`config.mk`:
```
export PLATFORM = sky130hd
export DESIGN_NAME = string_escape_decoder
export DESIGN_NICKNAME = d
export VERILOG_FILES = /design/src/hw/rtl/sed_pkg.sv /design/src/hw/rtl/sed_front.sv /design/src/hw/rtl/sed_fifo.sv /design/src/hw/rtl/sed_back.sv /design/src/hw/rtl/string_escape_decoder.sv
export SDC_FILE = /design/constraint.sdc
export NUM_CORES = 1
export LEC_CHECK = 0
export ABC_AREA = 0
export BUFFER_PORTS_ARGS = -buffer_cell sky130_fd_sc_hd__clkbuf_2
export CORE_ASPECT_RATIO = 1.5
export CORE_MARGIN = 5
export CORE_UTILIZATION = 46
export DETAILED_ROUTE_END_ITERATION = 12
export PLACE_DENSITY = 0.62
export SYNTH_ARGS = -nofsm -noshare
export SYNTH_HDL_FRONTEND = slang
export SYNTH_SLANG_ARGS = --single-unit
export TNS_END_PERCENT = 1
```
`constraint.sdc`:
```
create_clock -name clk_i -period 4.9 [get_ports clk_i]
set_input_delay 0.98 -clock clk_i [delete_from_list [all_inputs] [get_ports clk_i]]
set_output_delay 0.98 -clock clk_i [all_outputs]
set_load 0.05 [all_outputs]
```
`src/hw/rtl/sed_pkg.sv`:
```
// ----------------------------------------------------------------------------
// sed_pkg
// Shared types, character codes and helper functions for the escape decoder.
// ----------------------------------------------------------------------------
package sed_pkg;

  localparam int unsigned QDEPTH = 4;
  localparam int unsigned QPTR_W = $clog2(QDEPTH);
  localparam int unsigned QCNT_W = $clog2(QDEPTH + 1);

  localparam logic [7:0] CH_BSLASH = 8'h5C;
  localparam logic [7:0] CH_X      = 8'h78;
  localparam logic [7:0] CH_0      = 8'h30;
  localparam logic [7:0] CH_7      = 8'h37;
  localparam logic [7:0] CH_9      = 8'h39;
  localparam logic [7:0] CH_LA     = 8'h61;
  localparam logic [7:0] CH_LF     = 8'h66;
  localparam logic [7:0] CH_UA     = 8'h41;
  localparam logic [7:0] CH_UF     = 8'h46;
  localparam logic [7:0] CH_N      = 8'h6E;
  localparam logic [7:0] CH_T      = 8'h74;
  localparam logic [7:0] CH_R      = 8'h72;
  localparam logic [7:0] CH_V      = 8'h76;
  localparam logic [7:0] CH_B      = 8'h62;
  localparam logic [7:0] CH_F      = 8'h66;
  localparam logic [7:0] CH_A      = 8'h61;

  localparam logic [4:0] HEX_BAD = 5'h10;

  typedef enum logic [1:0] {
    KIND_BYTE = 2'd0,
    KIND_DONE = 2'd1,
    KIND_BAD  = 2'd2
  } kind_e;

  typedef struct packed {
    logic [7:0] data;
    kind_e      kind;
  } res_t;

  // One queue entry holds every result of one input beat.
  typedef struct packed {
    res_t res0;
    res_t res1;
    logic two;
  } q_entry_t;

  typedef struct packed {
    logic empty;
    logic full;
  } q_status_t;

  function automatic logic [4:0] hex_digit(input logic [7:0] c);
    logic [4:0] v;
    v = HEX_BAD;
    if (c >= CH_0 && c <= CH_9) v = 5'(c - CH_0);
    else if (c >= CH_LA && c <= CH_LF) v = 5'(c - CH_LA + 8'd10);
    else if (c >= CH_UA && c <= CH_UF) v = 5'(c - CH_UA + 8'd10);
    return v;
  endfunction

  function automatic logic is_octal(input logic [7:0] c);
    return (c >= CH_0) && (c <= CH_7);
  endfunction

  function automatic logic [7:0] escape_byte(input logic [7:0] c);
    logic [7:0] v;
    unique case (c)
      CH_N:    v = 8'd10;
      CH_T:    v = 8'd9;
      CH_R:    v = 8'd13;
      CH_V:    v = 8'd11;
      CH_B:    v = 8'd8;
      CH_F:    v = 8'd12;
      CH_A:    v = 8'd7;
      default: v = c;
    endcase
    return v;
  endfunction

endpackage

```
`src/hw/rtl/sed_front.sv`:
```
// ----------------------------------------------------------------------------
// sed_front
// Accepts literal characters, tracks escape state and builds one queue entry
// with the zero, one or two results each beat gives.
// ----------------------------------------------------------------------------
module sed_front import sed_pkg::*; (
  input  logic       clk_i,
  input  logic       rst_ni,
  input  logic [7:0] char_in_i,
  input  logic       end_of_literal_i,
  input  logic       in_valid_i,
  output logic       in_stall_o,
  input  q_status_t  q_status_i,
  output logic       push_o,
  output q_entry_t   push_data_o
);

  typedef enum logic [5:0] {
    MODE_IDLE = 6'b000001,
    MODE_ESC  = 6'b000010,
    MODE_HEX1 = 6'b000100,
    MODE_HEX2 = 6'b001000,
    MODE_OCT  = 6'b010000,
    MODE_BAD  = 6'b100000
  } mode_e;

  mode_e      mode_q, mode_d;
  logic [7:0] oct_val_q, oct_val_d;
  logic [1:0] oct_cnt_q, oct_cnt_d;
  logic [4:0] hex_hi_q, hex_hi_d;

  logic       accept;
  logic [4:0] hex_lo;
  logic [7:0] oct_next;
  res_t       r0, r1;
  logic       n0, n1;

  assign in_stall_o = q_status_i.full;
  assign accept     = in_valid_i && !q_status_i.full;
  assign hex_lo     = hex_digit(char_in_i);
  assign oct_next   = {oct_val_q[4:0], 3'(char_in_i - CH_0)};

  always_comb begin
    mode_d    = mode_q;
    oct_val_d = oct_val_q;
    oct_cnt_d = oct_cnt_q;
    hex_hi_d  = hex_hi_q;
    r0        = '{data: 8'd0, kind: KIND_BYTE};
    r1        = '{data: 8'd0, kind: KIND_BYTE};
    n0        = 1'b0;
    n1        = 1'b0;
    if (end_of_literal_i) begin
      unique case (mode_q)
        MODE_IDLE: begin
          r0 = '{data: 8'd0, kind: KIND_DONE};
          n0 = 1'b1;
        end
        MODE_OCT: begin
          r0 = '{data: oct_val_q, kind: KIND_BYTE};
          r1 = '{data: 8'd0, kind: KIND_DONE};
          n0 = 1'b1;
          n1 = 1'b1;
        end
        default: begin
          r0 = '{data: 8'd0, kind: KIND_BAD};
          n0 = 1'b1;
        end
      endcase
      mode_d    = MODE_IDLE;
      oct_val_d = 8'd0;
      oct_cnt_d = 2'd0;
      hex_hi_d  = 5'd0;
    end else begin
      unique case (mode_q)
        MODE_IDLE: begin
          if (char_in_i == CH_BSLASH) begin
            mode_d = MODE_ESC;
          end else begin
            r0 = '{data: char_in_i, kind: KIND_BYTE};
            n0 = 1'b1;
          end
        end
        MODE_ESC: begin
          if (char_in_i == CH_X) begin
            mode_d = MODE_HEX1;
          end else if (is_octal(char_in_i)) begin
            oct_val_d = char_in_i - CH_0;
            oct_cnt_d = 2'd1;
            mode_d    = MODE_OCT;
          end else begin
            r0     = '{data: escape_byte(char_in_i), kind: KIND_BYTE};
            n0     = 1'b1;
            mode_d = MODE_IDLE;
          end
        end
        MODE_HEX1: begin
          hex_hi_d = hex_lo[4] ? HEX_BAD : hex_lo;
          mode_d   = MODE_HEX2;
        end
        MODE_HEX2: begin
          if (hex_hi_q[4] || hex_lo[4]) begin
            mode_d = MODE_BAD;
          end else begin
            r0     = '{data: {hex_hi_q[3:0], hex_lo[3:0]}, kind: KIND_BYTE};
            n0     = 1'b1;
            mode_d = MODE_IDLE;
          end
          hex_hi_d = 5'd0;
        end
        MODE_OCT: begin
          if (is_octal(char_in_i)) begin
            if (oct_cnt_q >= 2'd2) begin
              r0        = '{data: oct_next, kind: KIND_BYTE};
              n0        = 1'b1;
              oct_val_d = 8'd0;
              oct_cnt_d = 2'd0;
              mode_d    = MODE_IDLE;
            end else begin
              oct_val_d = oct_next;
              oct_cnt_d = oct_cnt_q + 2'd1;
            end
          end else begin
            // flush the pending value, then handle the character as in idle mode
            r0        = '{data: oct_val_q, kind: KIND_BYTE};
            n0        = 1'b1;
            oct_val_d = 8'd0;
            oct_cnt_d = 2'd0;
            if (char_in_i == CH_BSLASH) begin
              mode_d = MODE_ESC;
            end else begin
              r1     = '{data: char_in_i, kind: KIND_BYTE};
              n1     = 1'b1;
              mode_d = MODE_IDLE;
            end
          end
        end
        default: mode_d = MODE_BAD;
      endcase
    end
  end

  assign push_o      = accept && n0;
  assign push_data_o = '{res0: r0, res1: r1, two: n1};

  always_ff @(posedge clk_i or negedge rst_ni) begin
    if (!rst_ni) begin
      mode_q    <= MODE_IDLE;
      oct_val_q <= 8'd0;
      oct_cnt_q <= 2'd0;
      hex_hi_q  <= 5'd0;
    end else if (accept) begin
      mode_q    <= mode_d;
      oct_val_q <= oct_val_d;
      oct_cnt_q <= oct_cnt_d;
      hex_hi_q  <= hex_hi_d;
    end
  end

endmodule

```
`src/hw/rtl/sed_fifo.sv`:
```
// ----------------------------------------------------------------------------
// sed_fifo
// Short queue of result entries between the front and the back.
// ----------------------------------------------------------------------------
module sed_fifo import sed_pkg::*; (
  input  logic      clk_i,
  input  logic      rst_ni,
  input  logic      push_i,
  input  q_entry_t  push_data_i,
  input  logic      pop_i,
  output q_entry_t  head_o,
  output q_status_t status_o
);

  q_entry_t          mem_q [QDEPTH];
  logic [QPTR_W-1:0] wr_ptr_q, rd_ptr_q;
  logic [QCNT_W-1:0] cnt_q;
  logic              do_push, do_pop;

  assign status_o.empty = (cnt_q == '0);
  assign status_o.full  = (cnt_q == QCNT_W'(QDEPTH));
  assign do_push        = push_i && !status_o.full;
  assign do_pop         = pop_i && !status_o.empty;
  assign head_o         = mem_q[rd_ptr_q];

  always_ff @(posedge clk_i) begin
    if (do_push) begin
      mem_q[wr_ptr_q] <= push_data_i;
    end
  end

  always_ff @(posedge clk_i or negedge rst_ni) begin
    if (!rst_ni) begin
      wr_ptr_q <= '0;
      rd_ptr_q <= '0;
      cnt_q    <= '0;
    end else begin
      if (do_push) wr_ptr_q <= wr_ptr_q + 1'b1;
      if (do_pop)  rd_ptr_q <= rd_ptr_q + 1'b1;
      unique case ({do_push, do_pop})
        2'b10:   cnt_q <= cnt_q + 1'b1;
        2'b01:   cnt_q <= cnt_q - 1'b1;
        default: cnt_q <= cnt_q;
      endcase
    end
  end

endmodule

```
`src/hw/rtl/sed_back.sv`:
```
// ----------------------------------------------------------------------------
// sed_back
// Unpacks queue entries into single result beats behind an output register.
// ----------------------------------------------------------------------------
module sed_back import sed_pkg::*; (
  input  logic       clk_i,
  input  logic       rst_ni,
  input  q_entry_t   head_i,
  input  q_status_t  q_status_i,
  output logic       pop_o,
  output logic [7:0] out_byte_o,
  output logic [1:0] kind_o,
  output logic       last_o,
  output logic       out_valid_o,
  input  logic       out_stall_i
);

  logic       valid_q;
  logic [7:0] byte_q;
  kind_e      kind_q;
  logic       last_q;
  logic       sub_q, sub_d;
  logic       load;
  res_t       cur;
  logic       cur_last;

  assign load     = (!valid_q || !out_stall_i) && !q_status_i.empty;
  assign cur      = sub_q ? head_i.res1 : head_i.res0;
  assign cur_last = sub_q || !head_i.two;
  assign pop_o    = load && cur_last;
  assign sub_d    = load ? !cur_last : sub_q;

  always_ff @(posedge clk_i or negedge rst_ni) begin
    if (!rst_ni) begin
      valid_q <= 1'b0;
      sub_q   <= 1'b0;
    end else begin
      sub_q <= sub_d;
      if (load) begin
        valid_q <= 1'b1;
      end else if (!out_stall_i) begin
        valid_q <= 1'b0;
      end
    end
  end

  // hold payload while stalled
  always_ff @(posedge clk_i) begin
    if (load) begin
      byte_q <= cur.data;
      kind_q <= cur.kind;
      last_q <= cur_last;
    end
  end

  assign out_valid_o = valid_q;
  assign out_byte_o  = byte_q;
  assign kind_o      = kind_q;
  assign last_o      = last_q;

endmodule

```
`src/hw/rtl/string_escape_decoder.sv`:
```
// ----------------------------------------------------------------------------
// string_escape_decoder
// An accepted character's results enter the queue, then the output register.
// Throughput: one character per cycle while the queue is not full;
// a two-result beat leaves as two beats, paced by the single output register.
// A four-entry queue separates the decoding front from the output back.
// Reset clears the escape state, the queue and the output valid at once.
// ----------------------------------------------------------------------------
module string_escape_decoder import sed_pkg::*; (
  input  logic       clk_i,
  input  logic       rst_ni,
  input  logic [7:0] char_in_i,
  input  logic       end_of_literal_i,
  input  logic       in_valid_i,
  output logic       in_stall_o,
  output logic [7:0] out_byte_o,
  output logic [1:0] kind_o,
  output logic       last_o,
  output logic       out_valid_o,
  input  logic       out_stall_i
);

  logic      push, pop;
  q_entry_t  push_data, head;
  q_status_t q_status;

  sed_front u_front (
    .clk_i            (clk_i),
    .rst_ni           (rst_ni),
    .char_in_i        (char_in_i),
    .end_of_literal_i (end_of_literal_i),
    .in_valid_i       (in_valid_i),
    .in_stall_o       (in_stall_o),
    .q_status_i       (q_status),
    .push_o           (push),
    .push_data_o      (push_data)
  );

  sed_fifo u_fifo (
    .clk_i       (clk_i),
    .rst_ni      (rst_ni),
    .push_i      (push),
    .push_data_i (push_data),
    .pop_i       (pop),
    .head_o      (head),
    .status_o    (q_status)
  );

  sed_back u_back (
    .clk_i       (clk_i),
    .rst_ni      (rst_ni),
    .head_i      (head),
    .q_status_i  (q_status),
    .pop_o       (pop),
    .out_byte_o  (out_byte_o),
    .kind_o      (kind_o),
    .last_o      (last_o),
    .out_valid_o (out_valid_o),
    .out_stall_i (out_stall_i)
  );

endmodule
```
==> results list, run 1 <==
- Number of fill cells in the layout: ~1,100
- Number of inserted diodes: 0
- The initial antenna violation count is 0.
- Biggest area consumer among synthesized cells: sky130_fd_sc_hd__edfxtp_1
- After the last flow step, the layout net total stands at 540.
- Of all nets on the critical path, the largest fanout is 8.
* Worst skew pair latency: 0.41 ns
* Arr. time, crit path: roughly 4.4 ns
- The initial utilization of the core area, before any placement, comes to a little under half.
- The worst-case IR drop observed on VDD is 0.000250 V.
- The floorplan step set the die width to about 100 microns.
* First-pass GRT wire length: approximately 23 mm
* Slew Limit Fails: 0
- The final hold violation count came to 0.
- The slowest stage of the critical path belongs to the cell sky130_fd_sc_hd__or4_4.
- Unique cell type count in the Yosys netlist: 74
- Of the available clock period, the critical path in the final layout requires 82.0%.
* Post-detailed-placement half-perimeter wirelength: 10.3 mm
- Summing every instance area after synthesis gives 0.00606 sq mm.
* Number of routed nets with antenna violations: 0
- Lkg Pwr: 2.66 nW
- H-tree depth reported by CTS: 4
- Area of the die: 0.0156 sq mm
- Syn nets: 516
- TritonCTS clock tree: built
- Vias in the first global route: 4,321
- Of the cells placed in the final design, the portion with a size suffix greater than 1 is between 10% and 20%.
* Max Clk Rate: 249 MHz
- Flip-flop and latch count after synthesis: 121
* Hold crit path type: flop to flop
- The flow ran to the end, and the final reports show no timing, DRC or antenna violations.
* Detailed router's first-iteration violation count: approximately 240
* Vias per cell: 5.97
- Via count: 4,083
- CP endpoint kind: flop
* Post-synthesis area per instance: 12.4 sq um
- Clock edge transition at the registers on the reported setup and hold paths: 0.06 ns
- RePlAce Congestion: 0.919
- Cell count after synthesis: approximately 500
- The tree is rooted in a sky130_fd_sc_hd__clkbuf_16.
- Synthesis Warnings: 0
- The synthesized design contains just over 90 enable-type register cells.
- In this run, post-CTS repair resized a total of 0 instances.
- Measured along the y axis, the die boundary spans 151 microns.
* Core Area: around 0.013 sq mm
- Register area: approximately 0.0035 sq mm
* Area of combinational cells with multiple inputs: 0.00236 sq mm
* Number of buffers and inverters on the critical path: 3
- Sorting the synthesized cells by area gives the leading types as sky130_fd_sc_hd__edfxtp_1 (45%), sky130_fd_sc_hd__dfrtp_1 (12%), sky130_fd_sc_hd__mux4_2 (7.4%), sky130_fd_sc_hd__nand2_1 (4.5%), sky130_fd_sc_hd__ha_1 (2.9%).
- Pin placement for this block handled 26 I/O pins.
- At the worst endpoint, the required time is about 5.2 ns.
- Num rows: 51
- For this run, the leading register cell type out of synthesis is sky130_fd_sc_hd__edfxtp_1.
- Fin Clk Skew: between 0.01 and 0.015 ns
* Maximum clock path buffer count: 2
- The total overflow left after global routing is 0.
- Counting flops with an async set or reset pin after synthesis yields a share of roughly a quarter.
* Count of port buffers added during placement: 25
* Overall routing resource usage: between 10% and 20%
* Routed length per instance: between 20 and 25 microns
- The number of hold buffers added after CTS was 0.
- Cell Chain, Critical Path: clkbuf_2 > ha_1 > or4_4 > o31a_1 > nor3_1 > o21ai_2 > a311oi_2 > o31ai_4 > inv_1 > ha_1 > inv_1 > fa_1 > xor2_1 > nor2_1 > xor2_1
* Final setup vio count: 0
- Subtracting the final worst setup slack from the clock period gives 4.02 ns.
- For the pin with the worst max-slew slack, the measured transition is 0.939 ns.
- Number of optimization iterations in the first detailed-route pass: 5
- Once the clock tree was built, the setup fixing pass inserted 0 buffers.
- Kind of critical path: primary input to flop
- Final TNS setup: 0 ns
- Largest stage delay on the critical path: 0.53 ns
- After detailed routing, the total wire length is around 14 mm.
- Slew margin rel.: 36.9%
- STA classifies the critical path startpoint as a primary input.
* Number of maximum-capacitance constraint violations: 0
- Maximum number of pins on one net before global-route repair: 31
- Total power per unit cell area: 596 mW/mm^2
- In the routed design, unresolved DRC markers number 0.
- Hold timing on the final database bottoms out at a slack of between 0.4 and 0.5 ns.
- CP top delay family: compound AO/OA/AOI/OAI gates
- Counting the buffers created by CTS gives 17.
- Setup repair after global routing left no endpoint under its margin.
* Clock Sinks: ~120
- Share of the yosys chip area belonging to registers: a little under three fifths
* Portion of synthesized cell area occupied by the leading cell type: 45.1%
- Compared with the post-synthesis result, the final layout area differs by 14.0%.
==> Yosys cell counts, types with 2 or more instances <==
cell type,instances
sky130_fd_sc_hd__buf_2,2
sky130_fd_sc_hd__o21ai_0,23
sky130_fd_sc_hd__nor2b_1,3
sky130_fd_sc_hd__o31ai_1,7
sky130_fd_sc_hd__and3_1,9
sky130_fd_sc_hd__o211ai_1,4
sky130_fd_sc_hd__a31oi_1,8
sky130_fd_sc_hd__and2_2,4
sky130_fd_sc_hd__ha_1,14
sky130_fd_sc_hd__a221o_1,6
sky130_fd_sc_hd__a32o_1,4
sky130_fd_sc_hd__and2_1,11
sky130_fd_sc_hd__o41ai_1,2
sky130_fd_sc_hd__o21bai_1,3
sky130_fd_sc_hd__a21oi_1,10
sky130_fd_sc_hd__buf_1,3
sky130_fd_sc_hd__nand2_1,73
sky130_fd_sc_hd__inv_1,18
sky130_fd_sc_hd__edfxtp_1,91
sky130_fd_sc_hd__xor2_1,7
sky130_fd_sc_hd__dfrtp_1,29
sky130_fd_sc_hd__nor2_1,22
sky130_fd_sc_hd__mux4_2,20
sky130_fd_sc_hd__a22o_1,2
sky130_fd_sc_hd__xnor2_1,4
sky130_fd_sc_hd__nand4_1,4
sky130_fd_sc_hd__a21o_1,6
sky130_fd_sc_hd__clkbuf_1,16
sky130_fd_sc_hd__a211oi_1,4
sky130_fd_sc_hd__nor3_1,12
sky130_fd_sc_hd__a22oi_1,3
sky130_fd_sc_hd__nand2b_1,2
sky130_fd_sc_hd__nand3_1,13
sky130_fd_sc_hd__or2_1,2
sky130_fd_sc_hd__buf_6,5
sky130_fd_sc_hd__or2_2,2
sky130_fd_sc_hd__o21ai_1,2
sky130_fd_sc_hd__nor3b_1,2
==> cell usage in the layout (no fill, tap or decap), types with 6 or more instances in the layout <==
| cell type | netlist | final |
|---|---|---|
| sky130_fd_sc_hd__a21o_1 | 6 | 6 |
| sky130_fd_sc_hd__a21oi_1 | 10 | 10 |
| sky130_fd_sc_hd__a221o_1 | 6 | 6 |
| sky130_fd_sc_hd__a31oi_1 | 8 | 8 |
| sky130_fd_sc_hd__and2_1 | 11 | 11 |
| sky130_fd_sc_hd__and3_1 | 9 | 9 |
| sky130_fd_sc_hd__buf_4 | 0 | 7 |
| sky130_fd_sc_hd__clkbuf_16 | 0 | 17 |
| sky130_fd_sc_hd__clkbuf_2 | 1 | 25 |
| sky130_fd_sc_hd__dfrtp_1 | 29 | 29 |
| sky130_fd_sc_hd__edfxtp_1 | 91 | 91 |
| sky130_fd_sc_hd__ha_1 | 14 | 14 |
| sky130_fd_sc_hd__inv_1 | 18 | 18 |
| sky130_fd_sc_hd__mux4_2 | 20 | 20 |
| sky130_fd_sc_hd__nand2_1 | 73 | 73 |
| sky130_fd_sc_hd__nand3_1 | 13 | 13 |
| sky130_fd_sc_hd__nor2_1 | 22 | 22 |
| sky130_fd_sc_hd__nor3_1 | 12 | 12 |
| sky130_fd_sc_hd__o21ai_0 | 23 | 23 |
| sky130_fd_sc_hd__o31ai_1 | 7 | 7 |
| sky130_fd_sc_hd__xor2_1 | 7 | 7 |
==> kinds of logic (layout without fill, tap and decap cells) <==
logic type / count (synthesis) / in the layout / synth area share, %
xor gates and xnor gates: 11 / 11 / 1.59
AOI/OAI and AO/OA: 99 / 99 / 12.0
DFF: 121 / 121 / 57.5
and+or+nand+nor: 173 / 173 / 14.2
adders and majority gates: 15 / 15 / 3.22
buffers and inverters: 47 / 84 / 3.62
muxes: 22 / 22 / 7.85
==> stage by stage <==
step / power [mW] / instance area, sq um / std cells / utilization, % / worst slack (ns)
CTS: 4.15 / 6910 / 684 / 53.3 / 0.889
detailed placement: 2.88 / 6300 / 652 / 48.6 / 0.475
finish: 4.12 / 6910 / 684 / 53.3 / 0.881
floorplan: 2.54 / 6060 / 488 / - / 0.833
global placement: 2.84 / 6300 / 652 / 48.6 / 0.594
global route: 4.34 / 6910 / 684 / 53.3 / 0.678
==> metal layers <==
layer | global-route usage, % | vias up | wire (microns)
met4 | 10.5 | 0 | 548
met3 | 3.47 | 34 | 465
met5 | 0 | - | 0
li1 | - | 1897 | -
met1 | 22.1 | 2037 | 5730
met2 | 34.9 | 115 | 7720
==> worst register-to-register path, cell delays in order (launching register included) <==
cell	delay (ns)
sky130_fd_sc_hd__dfrtp_1	0.51
sky130_fd_sc_hd__or4b_1	0.61
sky130_fd_sc_hd__or2_4	0.34
sky130_fd_sc_hd__o21ai_2	0.38
sky130_fd_sc_hd__a311oi_2	0.14
sky130_fd_sc_hd__o31ai_4	0.35
sky130_fd_sc_hd__inv_1	0.09
sky130_fd_sc_hd__ha_1	0.22
sky130_fd_sc_hd__inv_1	0.09
sky130_fd_sc_hd__fa_1	0.18
sky130_fd_sc_hd__xor2_1	0.15
sky130_fd_sc_hd__nor2_1	0.07
sky130_fd_sc_hd__xor2_1	0.14
==> registers in the layout, indices dropped and copies added (netlist names), 3 cells and up <==
| signal | count |
|---|---|
| u_back.out_byte_o | 8 |
| u_fifo.cnt_q | 3 |
| u_fifo.mem_q | 80 |
| u_front.hex_hi_q | 5 |
| u_front.mode_q | 6 |
| u_front.oct_val_q | 8 |
==> path summary, 6_finish.rpt <==
kind	slack [ns]	startpoint	to	cells past startpoint
max in group asynchronous	3.72	rst_ni	u_front.oct_val_q[1]	1
worst max-delay path	0.88	char_in_i[5]	u_fifo.cnt_q[2]	15
worst max register to register	1.53	u_front.mode_q[3]	u_fifo.cnt_q[2]	12
worst min register to register	0.49	u_front.oct_val_q[7]	u_front.oct_val_q[7]	2
min in group asynchronous	0.65	rst_ni	u_back.sub_q	1
worst min-delay path	0.49	u_front.oct_val_q[7]	u_front.oct_val_q[7]	2
==> power by group <==
group | internal, mW | switching (mW)
registers | 1.42 | 0.132
logic | 0.467 | 0.829
clock network | 0.818 | 0.455
total | 2.70 | 1.41
==> layout make-up <==
cell class	instances	share of cell area [%]
Clock buffer	19	6.41
Clock inverter	13	2.43
Inverter	20	1.11
Multi-Input combinational cell	320	34.1
Sequential cell	121	50.5
Tap cell	159	2.88
Timing Repair Buffer	32	2.57
Note: power is estimated with default switching activity, not from simulation.
==> inputs of run 2 (changes only) <==
==> constraint.sdc (replaced) <==
create_clock -name clk_i -period 4 [get_ports clk_i]
set_input_delay 0.8 -clock clk_i [delete_from_list [all_inputs] [get_ports clk_i]]
set_output_delay 0.8 -clock clk_i [all_outputs]
set_load 0.05 [all_outputs]
==> run 2 against run 1 <==
Non-clock buffer count increased by 13. Sequential power is 23% higher. Wire length down 6.0%. Cell area grew 1.7%.
==> results list, run 2 (same netlist as run 1, synthesis figures left out) <==
* Outcome: complete, no violations
- Number of optimization iterations in the first detailed-route pass: 7
- Maximum clock path buffer count: 2
- In the layout the commonest cells are sky130_fd_sc_hd__edfxtp_1 (91), sky130_fd_sc_hd__nand2_1 (73), sky130_fd_sc_hd__dfrtp_1 (29).
- The highest metal layer carrying signal wires in the routed design is met4.
* Critical path data required time: 4.33 ns
- Along the worst path, the maximum fanout reaches 4.
- Inserted Clock Buffers: 17
- Share of post-route cells with drive strength above 1: 21.6%
- The initial antenna violation count is 0.
- Lkg Pwr: 2.73 nW
- The final hold violation count is 0.
- TritonCTS clock tree: built
- Sequential cell fraction of total power: 37.4%
* Placement Setup Slack: -0.0225 ns
- Area of the die: 0.0156 sq mm
- Core Area: between 0.01 and 0.015 sq mm
* Final TNS setup: 0 ns
- Count of pins on the block boundary: 26
* Slew Limit Fails: 0
* X dimension of the die: 104 microns
- DRC viols: 0
- Routed length per instance: 19.5 microns
* Clock edge transition at the registers on the reported setup and hold paths: 0.06 ns
- Tcrit/Tclk final: 89.9%
- STA puts the critical path data arrival time at 3.93 ns.
- STA classifies the critical path endpoint as a flop.
* Setup repair after global routing missed its margin: false
- For the pin with the worst max-slew slack, the measured transition is approximately 0.83 ns.
* Logic depth of the worst register-to-register path: 6
- Top register by number of flip-flops: u_fifo.mem_q
- Global routing used between 15 and 20% of the available tracks across all layers.
- Post-CTS timing repair inserted 0 buffers for setup.
* Remaining global-route overflow: 0
- Vias in the first global route: 4,198
* Growth of design area from synthesis to finish: 16.0%
- Post-CTS resize count: 0
* Placement-stage cell area: around 0.0064 sq mm
- The wire-length estimate of the detail-placed layout is 9.71 mm.
* Num rows: 51
* Instance count after placement with tap cells included: 665
- Final instance area: 0.00702 sq mm
- Entering global routing, the biggest net connects 31 pins.
- Number of nets in the layout: 553
- In this run the vertical extent of the chip is between 150 and 200 microns.
* Share of power burned in the clock network: 31.8%
- For the final database, setup skew stands at 0.0117 ns.
- CTS hold repair buffers: 0
- The first global-routing pass estimated 22.4 mm of wire.
* Worst-case vdd ir drop: ~0.0003 V
* Hold crit path type: primary input to async pin
- The detailed router finished its first iteration with 378 violations.
* Switching share of power: 33.4%
- Final critical delay including setup and external delays: roughly 3.6 ns
* Internal Pwr Total: 3.38 mW
* Reg-to-reg endpoint: u_fifo.mem_q[0][15]
- Detailed routing placed a total of 7.14 mm of wire on met2.
* Number of routed nets with antenna violations: 0
- Summed over all layers, the routed wires come to around 14 mm.
- STA classifies the critical path startpoint as a primary input.
* Leading cell type in the layout, fill and taps excluded: sky130_fd_sc_hd__edfxtp_1
* Minimum setup slack among reg-to-reg paths: 0.86 ns
- Setup violations remaining at the end of the flow were counted as 0.
* Least setup slack across all paths after layout: between 0.4 and 0.5 ns
- In the routed layout, each cell is associated on average with a via count of 5.87.
- The tree built by TritonCTS fans out to between 100 and 150 sinks.
- Logic gate share of total power: a little under a third
- In the final routing, the length of wire on met1 measures 5.25 mm.
* RePlAce Congestion: about 0.9
* Via count: 4,090
- Across the run, the number of max-cap violations was 0.
- Kind of critical path: primary input to flop
- Count of port buffers added during placement: 25
- Final instance count without filler cells: 697
- Switching power: between 1.5 and 2 mW
- Slew margin rel.: 44.5%
- The tree is rooted in a sky130_fd_sc_hd__clkbuf_16.
- Once layout is complete, the utilization of the core stands at 54.2%.
* Startpoint of the worst register-to-register path: u_front.mode_q[1]
* Max Clk Rate: 278 MHz
- Power spread over the standard cell area amounts to ~720 mW/mm^2.
- The routed design uses 702 microns of met3 wire.
- The clock reaches the later pin of the worst-skew pair after 0.41 ns.
* H-tree depth reported by CTS: 4
- The number of antenna diodes in the final layout is 0.
- The register with the most flip-flops in the layout has 80 of them.
- Effective utilization at floorplan: 46.7%
## run 2: cell count changes in the layout (fill, tap and decap cells not counted), sizes merged
cell and change:
bufinv +1, clkinvlp -1, buf +13, clkinv +1, clkbuf -1
## run 2: area by class of cell
type / instances / area (sq um)
Inverter: 20 / 76.3
Multi-Input combinational cell: 320 / 2350
Sequential cell: 121 / 3480
Timing Repair Buffer: 45 / 275
Clock inverter: 14 / 195
Tap cell: 159 / 199
Clock buffer: 18 / 439
Fill cell: 1092 / 5930
## run 2: worst max path at each step
| stage | end | startpoint |
|---|---|---|
| after floorplan | u_fifo.cnt_q[2] | char_in_i[4] |
| after global placement | u_fifo.cnt_q[2] | char_in_i[4] |
| after detailed placement | u_fifo.cnt_q[2] | char_in_i[4] |
| after CTS | u_fifo.cnt_q[2] | char_in_i[4] |
| after global routing | u_fifo.cnt_q[2] | char_in_i[4] |
| final | u_fifo.cnt_q[2] | char_in_i[4] |
## run 2: power by group through the flow
| stage | registers [mW] | clock network [mW] | logic [mW] |
|---|---|---|---|
| after floorplan | 2.07 | 0 | 1.04 |
| after global placement | 1.91 | 0 | 1.56 |
| after detailed placement | 1.92 | 0 | 1.59 |
| after CTS | 1.90 | 1.63 | 1.59 |
| after global routing | 1.93 | 1.70 | 1.73 |
| final | 1.90 | 1.61 | 1.56 |
## run 2: layer usage
| metal | global-route usage (%) | vias up |
|---|---|---|
| met3 | 3.86 | 35 |
| met5 | 0 | - |
| met4 | 8.68 | 0 |
| li1 | - | 1913 |
| met2 | 32.3 | 158 |
| met1 | 21.5 | 1984 |
## run 2: worst max-delay path, cell delays in order
cell                       delay, ns
sky130_fd_sc_hd__clkbuf_2       0.10
sky130_fd_sc_hd__ha_1           0.21
sky130_fd_sc_hd__or4_4          0.54
sky130_fd_sc_hd__o31a_1         0.34
sky130_fd_sc_hd__nor3_1         0.21
sky130_fd_sc_hd__o21ai_2        0.09
sky130_fd_sc_hd__a311oi_2       0.41
sky130_fd_sc_hd__o31ai_4        0.08
sky130_fd_sc_hd__inv_1          0.07
sky130_fd_sc_hd__ha_1           0.17
sky130_fd_sc_hd__inv_1          0.07
sky130_fd_sc_hd__fa_1           0.43
sky130_fd_sc_hd__xor2_1         0.15
sky130_fd_sc_hd__nor2_1         0.11
sky130_fd_sc_hd__xor2_1         0.15
## run 2: per-stage QoR
stage               hold slack (ns)  power, mW
floorplan                     0.445       3.11
global placement              0.471       3.47
detailed placement            0.481       3.51
CTS                           0.490       5.12
global route                  0.520       5.36
finish                        0.478       5.07
